==> src/sv/id3t_pkg.sv <==
// Shared types and constants for the ID3 text to UTF-8 transcoder.
`timescale 1ns / 1ps
`default_nettype none
package id3t_pkg;

   localparam logic [7:0] ENC_LATIN1   = 8'd0;
   localparam logic [7:0] ENC_UTF16BOM = 8'd1;
   localparam logic [7:0] ENC_UTF16BE  = 8'd2;
   localparam logic [7:0] ENC_UTF8     = 8'd3;

   localparam logic REG_ENCODING = 1'b0;
   localparam logic REG_CAPACITY = 1'b1;

   localparam logic [9:0] CAPACITY_RESET = 10'd192;

   localparam logic [7:0]  BOM_FF       = 8'hFF;
   localparam logic [7:0]  BOM_FE       = 8'hFE;
   localparam logic [5:0]  HIGH_SUR_TAG = 6'b110110;
   localparam logic [5:0]  LOW_SUR_TAG  = 6'b110111;
   localparam logic [20:0] SUPP_BASE    = 21'h10000;

   typedef struct packed {
      logic [7:0] in_byte;
      logic       text_first;
      logic       text_last;
   } id3t_req_type;

   typedef struct packed {
      logic [7:0] utf8_byte;
      logic       run_last;
   } id3t_rsp_type;

   typedef struct packed {
      logic [3:0][7:0] bytes;
      logic [2:0]      count;
   } id3t_burst_type;

   function automatic id3t_burst_type encode_cp(input logic [20:0] cp);
      id3t_burst_type r;
      r = '0;
      if (cp < 21'h80) begin
         r.bytes[0] = cp[7:0];
         r.count    = 3'd1;
      end else if (cp < 21'h800) begin
         r.bytes[0] = {3'b110, cp[10:6]};
         r.bytes[1] = {2'b10, cp[5:0]};
         r.count    = 3'd2;
      end else if (cp < 21'h10000) begin
         if (cp < 21'hD800 || cp > 21'hDFFF) begin
            r.bytes[0] = {4'b1110, cp[15:12]};
            r.bytes[1] = {2'b10, cp[11:6]};
            r.bytes[2] = {2'b10, cp[5:0]};
            r.count    = 3'd3;
         end
      end else if (cp <= 21'h10FFFF) begin
         r.bytes[0] = {5'b11110, cp[20:18]};
         r.bytes[1] = {2'b10, cp[17:12]};
         r.bytes[2] = {2'b10, cp[11:6]};
         r.bytes[3] = {2'b10, cp[5:0]};
         r.count    = 3'd4;
      end
      return r;
   endfunction

endpackage
`default_nettype wire

==> src/sv/id3t_front.sv <==
// Front end: accepts raw bytes, tracks text state and decodes to UTF-8 bursts.
`timescale 1ns / 1ps
`default_nettype none
module id3t_front (
   input  wire logic                    clock,
   input  wire logic                    reset,
   input  wire logic                    req_push,
   output logic                         req_full,
   input  wire id3t_pkg::id3t_req_type  req_payload,
   input  wire logic [7:0]              text_encoding,
   input  wire logic [9:0]              output_capacity,
   output logic                         q_push,
   output id3t_pkg::id3t_burst_type     q_data,
   input  wire logic                    q_full
);
   import id3t_pkg::*;

   logic       half_ff, half_in;
   logic [7:0] held_ff, held_in;
   logic [9:0] pend_ff, pend_in;
   logic       pvalid_ff, pvalid_in;
   logic       be_ff, be_in;
   logic       funit_ff, funit_in;
   logic       stop_ff, stop_in;
   logic [9:0] count_ff, count_in;

   logic           accept;
   logic           e_half, e_pvalid, e_be, e_funit, e_stop;
   logic [7:0]     e_held;
   logic [9:0]     e_pend, e_count;
   logic           cap_hit, bom, use_be;
   logic [7:0]     byte_v;
   logic [15:0]    unit;
   id3t_burst_type burst;

   assign accept   = req_push && !q_full;
   assign req_full = q_full;
   assign q_push   = accept && (burst.count != 3'd0);
   assign q_data   = burst;
   assign byte_v   = req_payload.in_byte;

   always_comb begin
      if (req_payload.text_first) begin
         e_half = 1'b0; e_held = '0; e_pend = '0; e_pvalid = 1'b0;
         e_be = 1'b0; e_funit = 1'b1; e_stop = 1'b0; e_count = '0;
      end else begin
         e_half = half_ff; e_held = held_ff; e_pend = pend_ff; e_pvalid = pvalid_ff;
         e_be = be_ff; e_funit = funit_ff; e_stop = stop_ff; e_count = count_ff;
      end
   end

   always_comb begin
      half_in   = e_half;
      held_in   = e_held;
      pend_in   = e_pend;
      pvalid_in = e_pvalid;
      be_in     = e_be;
      funit_in  = e_funit;
      stop_in   = e_stop;
      burst     = '0;
      bom       = 1'b0;
      use_be    = 1'b0;
      unit      = '0;
      cap_hit   = ({1'b0, e_count} + 11'd4) > {1'b0, output_capacity};
      if (!e_stop) begin
         if (text_encoding == ENC_LATIN1) begin
            if (cap_hit || byte_v == 8'd0) stop_in = 1'b1;
            else burst = encode_cp({13'd0, byte_v});
         end else if (text_encoding == ENC_UTF8) begin
            if (byte_v == 8'd0 || e_count >= output_capacity) begin
               stop_in = 1'b1;
            end else begin
               burst.bytes[0] = byte_v;
               burst.count    = 3'd1;
            end
         end else if (text_encoding == ENC_UTF16BOM || text_encoding == ENC_UTF16BE) begin
            if (!e_half) begin
               held_in = byte_v;
               half_in = 1'b1;
            end else begin
               half_in = 1'b0;
               if (text_encoding == ENC_UTF16BOM && e_funit) begin
                  if (e_held == BOM_FF && byte_v == BOM_FE) begin
                     be_in = 1'b0;
                     bom   = 1'b1;
                  end else if (e_held == BOM_FE && byte_v == BOM_FF) begin
                     be_in = 1'b1;
                     bom   = 1'b1;
                  end else begin
                     be_in = 1'b0;
                  end
               end
               funit_in = 1'b0;
               if (!bom) begin
                  use_be = (text_encoding == ENC_UTF16BE) ? 1'b1 : be_in;
                  unit   = use_be ? {e_held, byte_v} : {byte_v, e_held};
                  if (e_pvalid) begin
                     pvalid_in = 1'b0;
                     if (unit[15:10] != LOW_SUR_TAG) stop_in = 1'b1;
                     else burst = encode_cp(SUPP_BASE + {1'b0, e_pend, unit[9:0]});
                  end else if (cap_hit || unit == 16'd0) begin
                     stop_in = 1'b1;
                  end else if (unit[15:10] == HIGH_SUR_TAG) begin
                     pend_in   = unit[9:0];
                     pvalid_in = 1'b1;
                  end else begin
                     burst = encode_cp({5'd0, unit});
                  end
               end
            end
         end
      end
      count_in = e_count + {7'd0, burst.count};
      if (req_payload.text_last) stop_in = 1'b1;
   end

   always_ff @(posedge clock) begin
      if (reset) begin
         half_ff   <= 1'b0;
         held_ff   <= '0;
         pend_ff   <= '0;
         pvalid_ff <= 1'b0;
         be_ff     <= 1'b0;
         funit_ff  <= 1'b1;
         stop_ff   <= 1'b0;
         count_ff  <= '0;
      end else if (accept) begin
         half_ff   <= half_in;
         held_ff   <= held_in;
         pend_ff   <= pend_in;
         pvalid_ff <= pvalid_in;
         be_ff     <= be_in;
         funit_ff  <= funit_in;
         stop_ff   <= stop_in;
         count_ff  <= count_in;
      end
   end

endmodule
`default_nettype wire

==> src/sv/id3t_queue.sv <==
// Short queue of decoded bursts between the front and back ends.
`timescale 1ns / 1ps
`default_nettype none
module id3t_queue #(
   parameter int DEPTH = 2
) (
   input  wire logic                      clock,
   input  wire logic                      reset,
   input  wire logic                      push,
   input  wire id3t_pkg::id3t_burst_type  data_in,
   output logic                           full,
   input  wire logic                      pop,
   output id3t_pkg::id3t_burst_type       data_out,
   output logic                           empty
);
   import id3t_pkg::*;

   localparam int PTR_W = (DEPTH > 1) ? $clog2(DEPTH) : 1;
   localparam int CNT_W = $clog2(DEPTH + 1);

   id3t_burst_type mem_ff [DEPTH];
   logic [PTR_W-1:0] wr_ff, wr_in, rd_ff, rd_in;
   logic [CNT_W-1:0] cnt_ff, cnt_in;
   logic             do_push, do_pop;

   assign full     = (cnt_ff == CNT_W'(DEPTH));
   assign empty    = (cnt_ff == '0);
   assign do_push  = push && !full;
   assign do_pop   = pop && !empty;
   assign data_out = mem_ff[rd_ff];

   always_comb begin
      wr_in  = wr_ff;
      rd_in  = rd_ff;
      cnt_in = cnt_ff;
      if (do_push) wr_in = (wr_ff == PTR_W'(DEPTH - 1)) ? '0 : wr_ff + 1'b1;
      if (do_pop)  rd_in = (rd_ff == PTR_W'(DEPTH - 1)) ? '0 : rd_ff + 1'b1;
      if (do_push && !do_pop) cnt_in = cnt_ff + 1'b1;
      else if (do_pop && !do_push) cnt_in = cnt_ff - 1'b1;
   end

   always_ff @(posedge clock) begin
      if (do_push) mem_ff[wr_ff] <= data_in;
   end

   always_ff @(posedge clock) begin
      if (reset) begin
         wr_ff  <= '0;
         rd_ff  <= '0;
         cnt_ff <= '0;
      end else begin
         wr_ff  <= wr_in;
         rd_ff  <= rd_in;
         cnt_ff <= cnt_in;
      end
   end

endmodule
`default_nettype wire

==> src/sv/id3t_back.sv <==
// Back end: serializes queued bursts onto the result channel one byte at a time.
`timescale 1ns / 1ps
`default_nettype none
module id3t_back (
   input  wire logic                      clock,
   input  wire logic                      reset,
   input  wire logic                      q_empty,
   input  wire id3t_pkg::id3t_burst_type  q_data,
   output logic                           q_pop,
   output logic                           rsp_empty,
   input  wire logic                      rsp_pop,
   output id3t_pkg::id3t_rsp_type         rsp_payload
);
   import id3t_pkg::*;

   logic           busy_ff, busy_in;
   id3t_burst_type cur_ff, cur_in;
   logic [1:0]     idx_ff, idx_in;
   logic           last_byte, done;

   assign last_byte = ({1'b0, idx_ff} == (cur_ff.count - 3'd1));
   assign done      = busy_ff && rsp_pop && last_byte;
   assign q_pop     = !q_empty && (!busy_ff || done);
   assign rsp_empty = !busy_ff;
   assign rsp_payload.utf8_byte = cur_ff.bytes[idx_ff];
   assign rsp_payload.run_last  = last_byte;

   always_comb begin
      busy_in = busy_ff;
      cur_in  = cur_ff;
      idx_in  = idx_ff;
      if (q_pop) begin
         cur_in  = q_data;
         idx_in  = '0;
         busy_in = 1'b1;
      end else if (done) begin
         busy_in = 1'b0;
      end else if (busy_ff && rsp_pop) begin
         idx_in = idx_ff + 2'd1;
      end
   end

   always_ff @(posedge clock) begin
      cur_ff <= cur_in;
      if (reset) begin
         busy_ff <= 1'b0;
         idx_ff  <= '0;
      end else begin
         busy_ff <= busy_in;
         idx_ff  <= idx_in;
      end
   end

endmodule
`default_nettype wire

==> src/sv/id3_text_to_utf8_transcoder_unit.sv <==
// Top level of the ID3 text to UTF-8 transcoder with its register port.
//
//   channel   ports                       moves per transfer
//   req       req_push / req_full         one raw text byte with first/last flags
//   rsp       rsp_pop / rsp_empty         one UTF-8 byte with run_last
//   csr       csr_psel/penable/pwrite     encoding (0x0) and capacity (0x4)
//
// Each input byte is decoded in the cycle it is taken and yields 0 to 4 bytes.
// Input is taken every cycle while the burst queue has room.
// Results leave one per cycle while rsp_pop is high and a queued burst is ready.
// A byte's first result is registered in the burst queue, then in the back end.
// Synchronous reset clears the queue and text state; no clearing pass.
`timescale 1ns / 1ps
`default_nettype none
module id3_text_to_utf8_transcoder_unit #(
   parameter int QUEUE_DEPTH = 2
) (
   input  wire logic                    clock,
   input  wire logic                    reset,
   input  wire logic                    req_push,
   output logic                         req_full,
   input  wire id3t_pkg::id3t_req_type  req_payload,
   output logic                         rsp_empty,
   input  wire logic                    rsp_pop,
   output id3t_pkg::id3t_rsp_type       rsp_payload,
   input  wire logic                    csr_psel,
   input  wire logic                    csr_penable,
   input  wire logic                    csr_pwrite,
   input  wire logic [2:0]              csr_paddr,
   input  wire logic [31:0]             csr_pwdata,
   output logic [31:0]                  csr_prdata,
   output logic                         csr_pready
);
   import id3t_pkg::*;

   logic [7:0]     enc_ff;
   logic [9:0]     cap_ff;
   logic           csr_write;
   logic           q_push, q_full, q_pop, q_empty;
   id3t_burst_type q_wdata, q_rdata;

   assign csr_pready = 1'b1;
   assign csr_write  = csr_psel && csr_penable && csr_pwrite && csr_pready;
   assign csr_prdata = (csr_paddr[2] == REG_CAPACITY) ? {22'd0, cap_ff} : {24'd0, enc_ff};

   always_ff @(posedge clock) begin
      if (reset) begin
         enc_ff <= ENC_LATIN1;
         cap_ff <= CAPACITY_RESET;
      end else if (csr_write) begin
         if (csr_paddr[2] == REG_ENCODING) enc_ff <= csr_pwdata[7:0];
         else cap_ff <= csr_pwdata[9:0];
      end
   end

   id3t_front u_front (
      .clock           (clock),
      .reset           (reset),
      .req_push        (req_push),
      .req_full        (req_full),
      .req_payload     (req_payload),
      .text_encoding   (enc_ff),
      .output_capacity (cap_ff),
      .q_push          (q_push),
      .q_data          (q_wdata),
      .q_full          (q_full)
   );

   id3t_queue #(.DEPTH(QUEUE_DEPTH)) u_queue (
      .clock    (clock),
      .reset    (reset),
      .push     (q_push),
      .data_in  (q_wdata),
      .full     (q_full),
      .pop      (q_pop),
      .data_out (q_rdata),
      .empty    (q_empty)
   );

   id3t_back u_back (
      .clock       (clock),
      .reset       (reset),
      .q_empty     (q_empty),
      .q_data      (q_rdata),
      .q_pop       (q_pop),
      .rsp_empty   (rsp_empty),
      .rsp_pop     (rsp_pop),
      .rsp_payload (rsp_payload)
   );

endmodule
`default_nettype wire

==> config.mk <==
export PLATFORM = sky130hd
export DESIGN_NAME = id3_text_to_utf8_transcoder_unit
export DESIGN_NICKNAME = d
export VERILOG_FILES = /design/src/sv/id3t_pkg.sv /design/src/sv/id3t_front.sv /design/src/sv/id3t_queue.sv /design/src/sv/id3t_back.sv /design/src/sv/id3_text_to_utf8_transcoder_unit.sv
export SDC_FILE = /design/constraint.sdc
export NUM_CORES = 1
export LEC_CHECK = 0
export BUFFER_PORTS_ARGS = -buffer_cell sky130_fd_sc_hd__buf_4
export CORE_MARGIN = 2
export CORE_UTILIZATION = 56
export DETAILED_ROUTE_END_ITERATION = 8
export PLACE_DENSITY = 0.75
export SLEW_MARGIN = 20
export SYNTH_ARGS = -nofsm -noshare
export SYNTH_HDL_FRONTEND = slang
export SYNTH_SLANG_ARGS = --single-unit
==> constraint.sdc <==
create_clock -name clock -period 15.75 [get_ports clock]
set_input_delay 0.7875 -clock clock [delete_from_list [all_inputs] [get_ports clock]]
set_output_delay 0.7875 -clock clock [all_outputs]
set_load 0.02 [all_outputs]
==> impl_results.md <==
- Post-Syn Area: 9270 um^2
- Fmax: 176 MHz
- Hold Crit Class: reg -> reg
- Number of synthesized flops with an enable pin: 93
- Unrepaired setup endpoints after global routing: false
- Ports: 96
- Non-Filler Cell Area, Final: 10200 um^2
- Outcome: completed
- Relative max-transition margin: 28.6%
- TritonCTS clock tree: done
- Data required, critical path: 16.05 ns
- Setup slack after placement: 9.76 ns
- Drt total wl: 23200 um
- CP Max Fanout: 44
- Clk sinks: 151
- Initial core utilization: 56.5%
- GRT Total Usage: 27.1%
- Root Driver: clkbuf_16
- Postcts setup bufs: 0
- Syn avg cell area: 9.65 um^2
- WHS Path Cells: 2
- Count of final hold-check violations: 0
- Die extent in y: 133 um
- Cell Area, Placed: 9620 um^2
- GPL Wtd Cong: 0.999
- Inserted Clock Buffers: 17
- Residual DRC: 0
- Min Tclk post-route: 5.68 ns
- Top-area cell type share of the netlist area: 30.1%
- Max-cap violations: 0
- Final setup vio count: 0
- H-tree level count: 4
- Synth Area in Compound Gates: 17.1%
- Setup tns final: 0 ns
- #FFs+latches synth: 151
- Final WS setup: 10.07 ns
- Synth area leaders: edfxtp_1 30%, dfxtp_1 13%, mux2_2 5.1%
- Post-synthesis mux area share: 8.63%
- Sequential area share after synthesis: 42.6%
- Port bufs: 48
- Pin count of the biggest net entering global routing: 61
- P&R area growth vs syn: 9.84%
- Largest family of logic cells by synthesized area: simple AND/OR/NAND/NOR gates
- Initial antenna violation count: 0
- Clock Power Share: 33.2%
- FF-to-FF path depth: 23
- Pre-antenna DRT Iters: 6
- Net Sw Power: 343 uW
- Via/cell ratio: 6.18
- Cts repair resizes: 0
- Core ar.: 16400 um^2
- Row count: 47
- Tcrit/Tclk final: 36.1%
- Synth Area in XOR/XNOR: 2.08%
- Worst-Skew Late Latency: 0.43 ns
- Critical Setup Path Class: in -> reg
- Reg clk slew, reported paths: 0.06 ns
- Crit. End Element: flip-flop
- Post-Synthesis Cells: 961
- DR iter-0 viols: 885
- Routed len/inst: 19.1 um
- Fin nets: 1059
- Share of cells above drive strength 1: 16.6%
- Bufs on Longest Clock Path: 2
- WP data arrival: 5.98 ns
- DIE AREA: 17600 um^2
- VDD IR max: 84.6 uV
- DR vias: 7494
- Top_reg_cell synth: edfxtp_1
- Total power: 1.19 mW
- Yosys warns: 0
- PwrDens: 117 nW/um^2
- Cell taking the most area after synthesis: edfxtp_1
- Finished Layout Cells: 1213
- Post-route ant nets: 0
- Post-DP HPWL: 16700 um
- Sw Ratio: 28.9%
- Startpoint types: input port
- Int Pwr: 844 uW
- Adder-cell area share of the yosys netlist: 3.72%
- Post-Synth Simple-Gate Area: 20.0%
- Hold buffer count at CTS: 0
- Leakage: 3.79 nW
- First-pass GRT wire length: 37600 um
- Total gr overflow: 0
- Placed instance count: 1181
- Final Max Tran Viols: 0
- Ant diodes: 0
- Die X: 133 um
- Synth unique cells: 93
- Vias in the first global route: 6966
- Flop pwr share: 44.5%
- Ys async rst share: 0%
- Worst-margin pin slew: 1.07 ns
- Worst Skew: 0.0147 ns
- Gate power share: 22.3%
[synth_stat cells (12+ instances only)]
cell type and n:
buf_4 27, edfxtp_1 93, nor2b_1 25, clkbuf_1 27, dfxtp_1 58, mux2_2 42
xnor2_1 12, nand3_1 34, nor2_1 99, a21oi_1 69, inv_1 30, nand2b_1 15
nor3_1 17, nand2_1 99, o21ai_0 30, nand4_1 16, ha_1 26
[worst max-delay path, cell delays in order]
cell      delay [ns]
buf_4           0.25
inv_1           0.43
nand2_1         0.15
inv_1           0.13
ha_1            0.25
nand4_1         0.15
nand2b_1        0.19
xnor2_1         0.14
ha_1            0.30
a21o_1          0.11
a21oi_1         0.08
nor2b_1         0.14
a221o_1         0.42
nand2_1         0.33
a21oi_1         0.08
a222oi_1        0.57
inv_1           0.19
ha_1            0.25
inv_1           0.07
fa_1            0.20
nor2b_1         0.07
o211ai_1        0.26
nor2_1          0.11
nand3_1         0.11
xnor2_1         0.12
nor2_1          0.05
[per-stage QoR]
step | hold WS, ns | util, %
2_1_floorplan | 0.427 | -
3_3_place_gp | 0.436 | 58.6
3_5_place_dp | 0.449 | 58.6
4_1_cts | 0.457 | 62.1
5_1_grt | 0.481 | 62.1
6_report | 0.454 | 62.1
[final timing paths]
path                                          from                          endpoint  slack (ns)
setup reg to reg  u_front.count_ff[3]$_SDFFE_PP0P_  u_front.count_ff[8]$_SDFFE_PP0P_       10.50
hold reg to reg             cap_ff[9]$_SDFFE_PP0P_            cap_ff[9]$_SDFFE_PP0P_        0.45
setup / recovery                    req_payload[1]  u_front.count_ff[8]$_SDFFE_PP0P_       10.07
hold / removal              cap_ff[9]$_SDFFE_PP0P_            cap_ff[9]$_SDFFE_PP0P_        0.45
[placed cells by master, fill, tap and decap left out, types with 7 or more instances in the layout]
master	synthesis	layout
nor2b_1	25	24
mux4_2	7	7
or3_1	10	10
o21a_1	8	8
mux2i_1	8	8
a22oi_1	9	9
xnor2_1	12	12
nand4_1	16	16
nor2_1	99	99
nand2b_1	15	15
buf_4	27	54
inv_1	30	30
xor2_1	10	10
and2_1	7	7
ha_1	26	26
nand2_1	99	99
conb_1	2	23
o21ai_0	30	30
nor3_1	17	17
mux2_2	42	42
dfxtp_1	58	58
edfxtp_1	93	93
clkbuf_16	0	17
a21oi_1	69	69
nand3_1	34	34
a21o_1	10	10
a211oi_1	9	9
[flip-flops by register name, summed over array words and instances (netlist names), 2 cells and up]
register / cells
u_front.pend_ff: 10
u_queue.mem_ff: 62
cap_ff: 10
u_back.cur_ff: 31
u_front.held_ff: 8
u_front.count_ff: 10
enc_ff: 8
u_queue.cnt_ff: 2
u_back.idx_ff: 2
[layout make-up]
cell class / count / area (um^2)
fillers: 1369 / 6220
multi-input cells: 726 / 4870
flip-flops and latches: 151 / 3950
clock buffers: 20 / 437
repair buffers: 54 / 405
well taps: 220 / 275
clock inverters: 12 / 131
inverters: 30 / 113
[layer usage]
| metal | vias to the layer above | track usage [%] | share of wire (%) |
|---|---|---|---|
| li1 | 3531 | - | - |
| met2 | 357 | 41.6 | 45 |
| met5 | - | 0 | 0 |
| met4 | 0 | 9.68 | 2.5 |
| met1 | 3554 | 38.3 | 44 |
| met3 | 52 | 5.40 | 8.4 |
[power by group through the flow]
stage / logic, mW / registers (mW) / clock network [mW]
global route: 0.290 / 0.534 / 0.414
CTS: 0.266 / 0.529 / 0.399
floorplan: 0.201 / 0.525 / 0
finish: 0.265 / 0.528 / 0.394
global placement: 0.260 / 0.532 / 0
detailed placement: 0.265 / 0.537 / 0
[logic make-up (layout without fill, tap and decap cells)]
group                      Yosys count  after routing
xor gates and xnor gates            22             22
DFF                                151            151
adders and majority gates           27             27
and+or+nand+nor                    368            368
AOI/OAI and AO/OA                  222            222
muxes                               64             64
buffers and inverters              105            116
other                                2             23
(Power assumes the default switching activity.)
